## src/design/hcd_pkg.sv

```systemverilog
// Package for the HTTP chunked body decoder.
// Holds the queue item type, result kind codes, byte constants and the hex classifier.
// No dependencies.
package hcd_pkg;

    localparam int unsigned CHUNK_W     = 32;
    localparam int unsigned QUEUE_DEPTH = 4;
    localparam int unsigned QPTR_W      = $clog2(QUEUE_DEPTH);
    localparam int unsigned QCNT_W      = $clog2(QUEUE_DEPTH + 1);

    localparam logic [7:0] CH_LF = 8'h0A;
    localparam logic [7:0] CH_CR = 8'h0D;

    localparam logic [1:0] KIND_BYTE  = 2'd0;
    localparam logic [1:0] KIND_DONE  = 2'd1;
    localparam logic [1:0] KIND_ERROR = 2'd2;

    // One classified body byte, as it sits in the queue.
    typedef struct packed {
        logic [7:0] byte_value;
        logic       hex_ok;
        logic [3:0] hex_val;
        logic       is_lf;
        logic       is_cr;
    } item_t;

    function automatic item_t classify(input logic [7:0] b);
        item_t it;
        it.byte_value = b;
        it.is_lf      = (b == CH_LF);
        it.is_cr      = (b == CH_CR);
        it.hex_ok     = 1'b1;
        it.hex_val    = 4'd0;
        if (b >= 8'h30 && b <= 8'h39) begin
            it.hex_val = 4'(b - 8'h30);
        end else if (b >= 8'h61 && b <= 8'h66) begin
            it.hex_val = 4'(b - 8'h61 + 8'd10);
        end else if (b >= 8'h41 && b <= 8'h46) begin
            it.hex_val = 4'(b - 8'h41 + 8'd10);
        end else begin
            it.hex_ok = 1'b0;
        end
        return it;
    endfunction

endpackage

```

## src/design/hcd_front.sv

```systemverilog
// Front end of the chunked body decoder: classifies each input byte and queues it.
// Depends on hcd_pkg.
module hcd_front
    import hcd_pkg::*;
(
    input  logic       aclk,
    input  logic       aresetn,
    input  logic       s_valid,
    output logic       s_ready,
    input  logic [7:0] s_byte_value,
    output logic       q_valid,
    input  logic       q_ready,
    output item_t      q_item
);

    item_t              mem_reg [QUEUE_DEPTH];
    logic [QPTR_W-1:0]  wr_ptr_reg, wr_ptr_next;
    logic [QPTR_W-1:0]  rd_ptr_reg, rd_ptr_next;
    logic [QCNT_W-1:0]  count_reg, count_next;
    logic               push, pop;

    assign s_ready = (count_reg != QCNT_W'(QUEUE_DEPTH));
    assign q_valid = (count_reg != '0);
    assign q_item  = mem_reg[rd_ptr_reg];
    assign push    = s_valid && s_ready;
    assign pop     = q_valid && q_ready;

    always_comb begin
        wr_ptr_next = push ? wr_ptr_reg + 1'b1 : wr_ptr_reg;
        rd_ptr_next = pop ? rd_ptr_reg + 1'b1 : rd_ptr_reg;
        count_next  = count_reg;
        if (push && !pop) begin
            count_next = count_reg + 1'b1;
        end else if (pop && !push) begin
            count_next = count_reg - 1'b1;
        end
    end

    always_ff @(posedge aclk) begin
        if (!aresetn) begin
            wr_ptr_reg <= '0;
            rd_ptr_reg <= '0;
            count_reg  <= '0;
        end else begin
            wr_ptr_reg <= wr_ptr_next;
            rd_ptr_reg <= rd_ptr_next;
            count_reg  <= count_next;
        end
    end

    always_ff @(posedge aclk) begin
        if (push) begin
            mem_reg[wr_ptr_reg] <= classify(s_byte_value);
        end
    end

endmodule

```

## src/design/hcd_back.sv

```systemverilog
// Back end of the chunked body decoder: the phase machine and the result register.
// Depends on hcd_pkg.
module hcd_back
    import hcd_pkg::*;
#(
    parameter int unsigned MAX_HEX_DIGITS = 8
) (
    input  logic       aclk,
    input  logic       aresetn,
    input  logic       q_valid,
    output logic       q_ready,
    input  item_t      q_item,
    output logic       m_valid,
    input  logic       m_ready,
    output logic [1:0] m_out_kind,
    output logic [7:0] m_out_byte
);

    localparam int unsigned DC_W = $clog2(MAX_HEX_DIGITS + 1);

    localparam logic [2:0] PH_SIZE  = 3'd0;
    localparam logic [2:0] PH_EXT   = 3'd1;
    localparam logic [2:0] PH_DATA  = 3'd2;
    localparam logic [2:0] PH_CRLF  = 3'd3;
    localparam logic [2:0] PH_DONE  = 3'd4;
    localparam logic [2:0] PH_ERROR = 3'd5;

    logic [2:0]         phase_reg, phase_next;
    logic [CHUNK_W-1:0] rem_reg, rem_next;
    logic [DC_W-1:0]    dc_reg, dc_next;
    logic               m_valid_reg, m_valid_next;
    logic [1:0]         kind_reg, kind_next;
    logic [7:0]         byte_reg, byte_next;
    logic               pop, emit, line_end;
    logic [1:0]         emit_kind;
    logic [7:0]         emit_byte;

    assign q_ready    = !m_valid_reg || m_ready;
    assign pop        = q_valid && q_ready;
    assign m_valid    = m_valid_reg;
    assign m_out_kind = kind_reg;
    assign m_out_byte = byte_reg;

    always_comb begin
        phase_next = phase_reg;
        rem_next   = rem_reg;
        dc_next    = dc_reg;
        emit       = 1'b0;
        emit_kind  = KIND_BYTE;
        emit_byte  = 8'd0;
        line_end   = 1'b0;
        case (phase_reg)
            PH_SIZE: begin
                if (q_item.hex_ok) begin
                    if (dc_reg >= DC_W'(MAX_HEX_DIGITS)) begin
                        phase_next = PH_ERROR;
                        emit       = 1'b1;
                        emit_kind  = KIND_ERROR;
                    end else begin
                        rem_next = {rem_reg[CHUNK_W-5:0], q_item.hex_val};
                        dc_next  = dc_reg + 1'b1;
                    end
                end else if (dc_reg == '0) begin
                    phase_next = PH_ERROR;
                    emit       = 1'b1;
                    emit_kind  = KIND_ERROR;
                end else begin
                    dc_next    = '0;
                    phase_next = PH_EXT;
                    line_end   = q_item.is_lf;
                end
            end
            PH_EXT: begin
                line_end = q_item.is_lf;
            end
            PH_DATA: begin
                rem_next  = rem_reg - 1'b1;
                emit      = 1'b1;
                emit_kind = KIND_BYTE;
                emit_byte = q_item.byte_value;
                if (rem_reg == CHUNK_W'(1)) begin
                    phase_next = PH_CRLF;
                end
            end
            PH_CRLF: begin
                if (q_item.is_lf) begin
                    phase_next = PH_SIZE;
                end else if (!q_item.is_cr) begin
                    phase_next = PH_ERROR;
                    emit       = 1'b1;
                    emit_kind  = KIND_ERROR;
                end
            end
            PH_DONE: begin
                emit      = 1'b1;
                emit_kind = KIND_DONE;
            end
            default: begin
                phase_next = PH_ERROR;
                emit       = 1'b1;
                emit_kind  = KIND_ERROR;
            end
        endcase
        // An LF that closes a size line either starts the data or ends the body.
        if (line_end) begin
            if (rem_reg == '0) begin
                phase_next = PH_DONE;
                emit       = 1'b1;
                emit_kind  = KIND_DONE;
            end else begin
                phase_next = PH_DATA;
            end
        end
    end

    always_comb begin
        m_valid_next = m_valid_reg && !m_ready;
        kind_next    = kind_reg;
        byte_next    = byte_reg;
        if (pop && emit) begin
            m_valid_next = 1'b1;
            kind_next    = emit_kind;
            byte_next    = emit_byte;
        end
    end

    always_ff @(posedge aclk) begin
        if (!aresetn) begin
            phase_reg   <= PH_SIZE;
            rem_reg     <= '0;
            dc_reg      <= '0;
            m_valid_reg <= 1'b0;
        end else begin
            m_valid_reg <= m_valid_next;
            if (pop) begin
                phase_reg <= phase_next;
                rem_reg   <= rem_next;
                dc_reg    <= dc_next;
            end
        end
    end

    always_ff @(posedge aclk) begin
        kind_reg <= kind_next;
        byte_reg <= byte_next;
    end

endmodule

```

## src/design/http_chunked_decoder_top.sv

```systemverilog
// Top level of the HTTP chunked body decoder.
// Depends on hcd_pkg, hcd_front and hcd_back.

// The decoder takes one byte of a chunked HTTP body per transfer on the s_ channel and
// gives at most one result per byte on the m_ channel: a payload byte (kind 0), body
// complete (kind 1) or format error (kind 2); out_byte is zero for the last two. Hex size
// digits, chunk extensions, the CRLF after each chunk and size lines produce no result.
// A zero-size chunk ends the body, and from then on every byte yields a complete result;
// after a format fault (no size digit, more than MAX_HEX_DIGITS digits, or a byte other
// than CR or LF after the chunk data) every byte yields an error result, until reset.
// The block sustains one byte per clock cycle while m_ready stays high: the front end
// classifies each byte and writes it into a four-entry queue, and the back end retires
// one queued byte per cycle, unless a held result waits on m_ready, through its phase
// machine into a registered output. When the result side stalls, the queue absorbs up to
// four bytes before s_ready falls.
module http_chunked_decoder_top
    import hcd_pkg::*;
#(
    parameter int unsigned MAX_HEX_DIGITS = 8
) (
    input  logic       aclk,
    input  logic       aresetn,
    input  logic       s_valid,
    output logic       s_ready,
    input  logic [7:0] s_byte_value,
    output logic       m_valid,
    input  logic       m_ready,
    output logic [1:0] m_out_kind,
    output logic [7:0] m_out_byte
);

    // Queue between the front and back ends.
    logic  q_valid;
    logic  q_ready;
    item_t q_item;

    hcd_front u_front (
        .aclk         (aclk),
        .aresetn      (aresetn),
        .s_valid      (s_valid),
        .s_ready      (s_ready),
        .s_byte_value (s_byte_value),
        .q_valid      (q_valid),
        .q_ready      (q_ready),
        .q_item       (q_item)
    );

    hcd_back #(
        .MAX_HEX_DIGITS (MAX_HEX_DIGITS)
    ) u_back (
        .aclk       (aclk),
        .aresetn    (aresetn),
        .q_valid    (q_valid),
        .q_ready    (q_ready),
        .q_item     (q_item),
        .m_valid    (m_valid),
        .m_ready    (m_ready),
        .m_out_kind (m_out_kind),
        .m_out_byte (m_out_byte)
    );

`ifndef SYNTHESIS
    // Only payload results carry a byte.
    a_status_byte_zero: assert property (@(posedge aclk) disable iff (!aresetn)
        m_valid && (m_out_kind != KIND_BYTE) |-> m_out_byte == 8'd0)
        else $error("status result carries a nonzero byte");

    // After an error result is transferred, any following result is an error too.
    a_error_sticky: assert property (@(posedge aclk) disable iff (!aresetn)
        m_valid && m_ready && (m_out_kind == KIND_ERROR) ##1 m_valid
        |-> m_out_kind == KIND_ERROR)
        else $error("result after an error is not an error");

    // After a complete result is transferred, any following result is complete too.
    a_done_sticky: assert property (@(posedge aclk) disable iff (!aresetn)
        m_valid && m_ready && (m_out_kind == KIND_DONE) ##1 m_valid
        |-> m_out_kind == KIND_DONE)
        else $error("result after body complete is not complete");

    // The input side only stalls when the queue holds bytes.
    a_stall_needs_queue: assert property (@(posedge aclk) disable iff (!aresetn)
        !s_ready |-> q_valid)
        else $error("input stalled with an empty queue");
`endif

endmodule
```

## config.mk

```make
export PLATFORM = sky130hd
export DESIGN_NAME = http_chunked_decoder_top
export DESIGN_NICKNAME = d
export VERILOG_FILES = /design/src/design/hcd_pkg.sv /design/src/design/hcd_front.sv /design/src/design/hcd_back.sv /design/src/design/http_chunked_decoder_top.sv
export SDC_FILE = /design/constraint.sdc
export NUM_CORES = 1
export LEC_CHECK = 0
export ABC_AREA = 1
export BUFFER_PORTS_ARGS = -buffer_cell sky130_fd_sc_hd__buf_2
export CAP_MARGIN = 0
export CORE_ASPECT_RATIO = 1.1
export CORE_MARGIN = 3
export CORE_UTILIZATION = 62
export DETAILED_ROUTE_END_ITERATION = 12
export HOLD_SLACK_MARGIN = 0.06
export PLACE_DENSITY = 0.79
export SLEW_MARGIN = 20
export SYNTH_ARGS = -nofsm -noshare
export SYNTH_HDL_FRONTEND = slang
export SYNTH_HIERARCHICAL = 1
export SYNTH_SLANG_ARGS = --single-unit
```

## constraint.sdc

```tcl
create_clock -name aclk -period 2.4 [get_ports aclk]
set_input_delay 0.24 -clock aclk [delete_from_list [all_inputs] [get_ports aclk]]
set_output_delay 0.24 -clock aclk [all_outputs]
set_load 0.05 [all_outputs]
```

-- Word level (Yosys, flattened, before mapping)
Memory sizes are Yosys's and may differ from the RTL's. A register that Yosys moved wholly into a read port is not among the register bits.
Cells that the tools add are included.
Widths: inputs -> output; s select.
- add/sub/neg operators: 11
- $lt $le $gt $ge: 7
- equality and inequality tests: 16
- muxes and demuxes: 49
- reductions and logical operators: 25
- operators with widths (cell ; number):
    $mux 32 ; 2
    $pmux 32 s2 ; 1
    $eq 32x1->1 const B ; 1
    $logic_not 32->1 ; 1
    $sub 32x1->32 const B ; 1
    $mux 3 ; 10
    $mux 4 ; 7
    $mux 2 ; 9
    $eq 8x4->1 const B ; 2
    $ge 8x7->1 const B ; 2
    $le 8x7->1 const B ; 2
    $mux 1 ; 16
    $pmux 3 s4 ; 1
    $sub 4x1->4 const B ; 3
    $logic_and 1x1->1 ; 9
    $add 4x4->4 const B ; 2
    $ge 8x6->1 const B ; 1
    $le 8x6->1 const B ; 1
    $ne 2x2->1 const B ; 4
    $pmux 2 s4 ; 1
    $reduce_and 4->1 ; 2
    $eq 3x2->1 const B ; 2
    $reduce_and 5->1 ; 1
    $add 2x1->2 const B ; 2
    other kinds (20) ; 25
- register bits: 57
- bits in writable memories: 60
- input bits: 12
- output and inout port bits: 12
- word-level logic and storage cells: 118
- memories: 1
- memories (name ; depth ; bits a word ; read ports ; clocked after Yosys merged registers in ; write ports ; line ; source):
    u_front.mem_reg ; 4 ; 15 ; 1 ; 1 ; 1 ; hcd_front.sv:16 ; item_t mem_reg [QUEUE_DEPTH];

-- Depth between registers and ports, before layout
- depth after elaboration: 8
- depth in mapped cells: 13
- gate-level depth less buffers: 12

-- Modules after synthesis
Netlist, hierarchy kept.
- modules (own cells, without submodules) (module ; instances ; cells an instance ; area an instance (sq um) ; sequential area each (sq um)):
    hcd_back ; 1 ; 554 ; 3410.8 ; 1101.1
    hcd_front ; 1 ; 243 ; 2882.8 ; 1981.9

-- Worst setup path after synthesis
No wires, ideal clock.
- kind: flip-flop to flip-flop
- start: register with a tool-made name
- end: register u_back.byte_reg[0], in the netlist u_back/m_out_byte[0], enable pin
- library setup time: 334 ps
- data arrival time: 1651 ps
- required time: 2066 ps
- path slack: 415 ps
- stages on the path, launching flop included: 12
- buffers on the path: 1
- period minus slack after synthesis: 1985 ps
- cell sequence: dfxtp_1 -> buf_2 -> o21ai_0 -> o22ai_1 -> inv_1 -> nand2_1 -> nand3_1 -> nand2_1 -> nor2_1 -> nand2_1 -> nand3_1 -> inv_1
- RTL lines (item ; line ; source):
    end signal: assignment ; hcd_back.sv:145 ; byte_reg <= byte_next;
    end: declaration ; hcd_back.sv:33 ; logic [7:0] byte_reg, byte_next;

==> impl_metrics.env <==
export IMPL_outcome="finished clean"
export IMPL_path_cells="buf_4 > nor2_1 > o22ai_1 > buf_4 > o21ai_2 > a21oi_2 > buf_4 > o21ai_1 > o21ai_0 > a21oi_1"
export IMPL_die_area_um2=11400
export IMPL_whs_ns=0.105
export IMPL_rows=37
export IMPL_antenna_found_initial=0
export IMPL_fin_ws_ns=0.192
export IMPL_nets=864
export IMPL_rsz0062_at_grt="no"
export IMPL_vias=5562
export IMPL_path_max_fanout=21
export IMPL_rrSetupSlack_ns=0.19
export IMPL_path_class="register to register"
export IMPL_drive_gt1_frac=0.121
export IMPL_period_needed_ns=2.21
export IMPL_grt_max_degree=43
export IMPL_die_y_um=112
export IMPL_ir_worst_vdd_mv=0.817
export IMPL_gp_congestion=0.911
export IMPL_synth_warnings=6
export IMPL_cts_root_buf="clkbuf_8"
export IMPL_whs_path_depth=3
export IMPL_critical_path_top_delay_family="compound AO/OA/AOI/OAI gates"
export IMPL_dpl_cell_area_um2=6520
export IMPL_cap_violations=0
export IMPL_syn_to_final_growth_pct=13.6
export IMPL_p_total_mw=9.81
export IMPL_crit_slowest_cell="dfxtp_1"
export IMPL_port_buffers=23
export IMPL_htreeDepth=4
export IMPL_powerDensity_nw_per_um2=1370
export IMPL_cts_sinks=119
export IMPL_final_cells=967
export IMPL_coreArea_um2=9630
export IMPL_synth_distinct_cells=37
export IMPL_cp_end_kind="register"
export IMPL_final_core_util=0.743
export IMPL_critPathMaxStageDelay_ns=0.43
export IMPL_ant_nets=0
export IMPL_first_pass_iters=5
export IMPL_postCtsSetupRepairBufs=0
export IMPL_start_util=0.654
export IMPL_path_clk_slew_ns=0.06
export IMPL_drc=0
export IMPL_synth_top_area_share=0.334
export IMPL_synth_area_leaders="edfxtp_1 (33%), dfxtp_1 (16%), nand2_1 (9.3%), nor2_1 (7.6%), inv_1 (5.4%)"
export IMPL_track_usage=0.283
export IMPL_crit_required_ns=2.79
export IMPL_startpoint_type="register"
export IMPL_cts_buffer_depth=2
export IMPL_arrival_ns=2.59
export IMPL_placedCellCount=927
export IMPL_via_per_inst=5.75
export IMPL_min_path_type="input pin to register"
export IMPL_finalCritPeriodShare=0.920
export IMPL_hold_viol=0
export IMPL_setup_viol=0
export IMPL_syn_avg_cell_area_um2=7.90
export IMPL_drt_total_wl_um=15300
export IMPL_r2r_cells=10
export IMPL_synth_area_leader_cell="edfxtp_1"
export IMPL_synth_cells=797
export IMPL_first_iter_violations=396
export IMPL_r2r_end="u_back/rem_reg[7]"
export IMPL_timing_slew_headroom=0.647
export IMPL_finClkSkew_ns=0.00783
export IMPL_worst_pin_slew_ns=0.526
export IMPL_cp_num_buf_inv=3
export IMPL_grt_pass1_wl_um=25100
export IMPL_hold_start="s_valid"
export IMPL_numCtsBuffers=17
export IMPL_post_drt_wl_per_cell_um=15.9
export IMPL_pre_cts_slack_ns=0.227
export IMPL_netlist_area_um2=6290
export IMPL_maxSlewViolCount=0
export IMPL_ys_seq_elements=119
export IMPL_io_pins=24
export IMPL_final_area_um2=7150
export IMPL_grt_overflow=0
export IMPL_ys_seq_area_frac=0.490
export IMPL_path_common_cell="buf_4"
export IMPL_final_setup_tns_ns=0
export IMPL_dp_hpwl_um=10300
export IMPL_syn_nets=824
export IMPL_largest_register_ff_count=60
export IMPL_fmax_mhz=453
export IMPL_diodes=0
export IMPL_fill_cells=719
export IMPL_min_to="u_front/wr_ptr_reg[0]"
export IMPL_clk_latency_ns=0.51
export IMPL_die_x_um=102
export IMPL_p_leak_nw=3.04
export IMPL_grt_pass1_vias=5404
export IMPL_cts_tree="yes"
## timing repair
| action | 4_1_cts | 5_1_grt |
|---|---|---|
| endpoints found under the setup margin | 0 | 10 |
| gates resized for setup | 0 | 1 |
| hold buffers | 8 | 0 |
| endpoints found under the hold margin | 32 | 0 |
## cell usage after synthesis, drive strengths merged
master	number
a211oi	1
a21oi	64
a31oi	2
buf	19
clkbuf	6
clkinv	1
dfxtp	49
edfxtp	70
fa	1
ha	14
inv	100
mux2i	1
nand2	164
nand3	43
nand4	12
nor2	135
nor3	6
o211ai	2
o21a	2
o21ai	80
o21bai	1
o22ai	18
or3	1
xor2	5
## worst min-delay path: stages
cell	delay (ns)
buf_2	0.10
nand2_2	0.14
a21oi_1	0.08
## how the worst max path moves through the flow
stage | from | endpoint | slack, ns | cells after the start
5_1_grt | register | u_back/m_out_byte[0] | 0.03 | 11
2_1_floorplan | register | u_back/m_out_byte[0] | 0.41 | 11
3_3_place_gp | register | u_back/m_out_byte[6] | 0.39 | 11
6_report | register | u_back/rem_reg[7] | 0.19 | 10
3_5_place_dp | register | u_back/m_out_byte[6] | 0.23 | 9
4_1_cts | register | u_back/m_out_byte[5] | 0.20 | 9
## layout make-up
type,count,area (um^2),area share
tap,117,146,0.0205
inverter,101,379,0.0530
multi-input combinational,552,2690,0.377
clock inverter,15,128,0.0178
timing repair buffer,46,308,0.0430
sequential,119,3080,0.431
clock buffer,17,414,0.0579
## routing by layer
layer,vias to the layer above,part of all wire,track usage
li1,2729,-,-
met1,2618,0.39,0.315
met2,178,0.53,0.510
met3,37,0.048,0.0602
met4,0,0.029,0.126
met5,-,0,0
## cells by family after synthesis
kind of cell | count (synthesis) | share of synthesized area
compound gates | 170 | 0.143
fa+ha+maj | 15 | 0.0310
flops | 119 | 0.490
xor+xnor | 5 | 0.00696
mux | 1 | 0.00159
buf+inv | 126 | 0.0833
simple gates | 361 | 0.245
## layout by cell type (no fill, tap or decap), types with 2 or more instances in the layout
cell           instances
nand2_2                7
o22ai_1               17
nor3_1                 5
clkinv_4               2
nor2_2                 6
o21ai_1               23
xor2_1                 5
nand2_1              156
buf_2                 23
nand3_2                6
clkinv_1               3
inv_1                 91
dfxtp_1               49
nor2_4                 2
clkbuf_16             16
dlygate4sd3_1          8
nor2_1               127
a21oi_1               63
nand3_1               37
inv_2                  9
buf_4                 15
inv_6                  4
ha_1                  14
o21a_1                 2
a31oi_1                2
nand4_1               12
o21ai_0               56
o211ai_1               2
clkinv_2               3
clkinvlp_4             3
edfxtp_1              70
## where the power goes
part | leakage (nW) | internal [mW] | total (mW) | switching [mW]
registers | 1.07 | 2.58 | 2.84 | 0.261
clock network | 0.260 | 1.37 | 2.30 | 0.926
logic | 1.71 | 1.38 | 4.67 | 3.29
(Power assumes the default switching activity.)
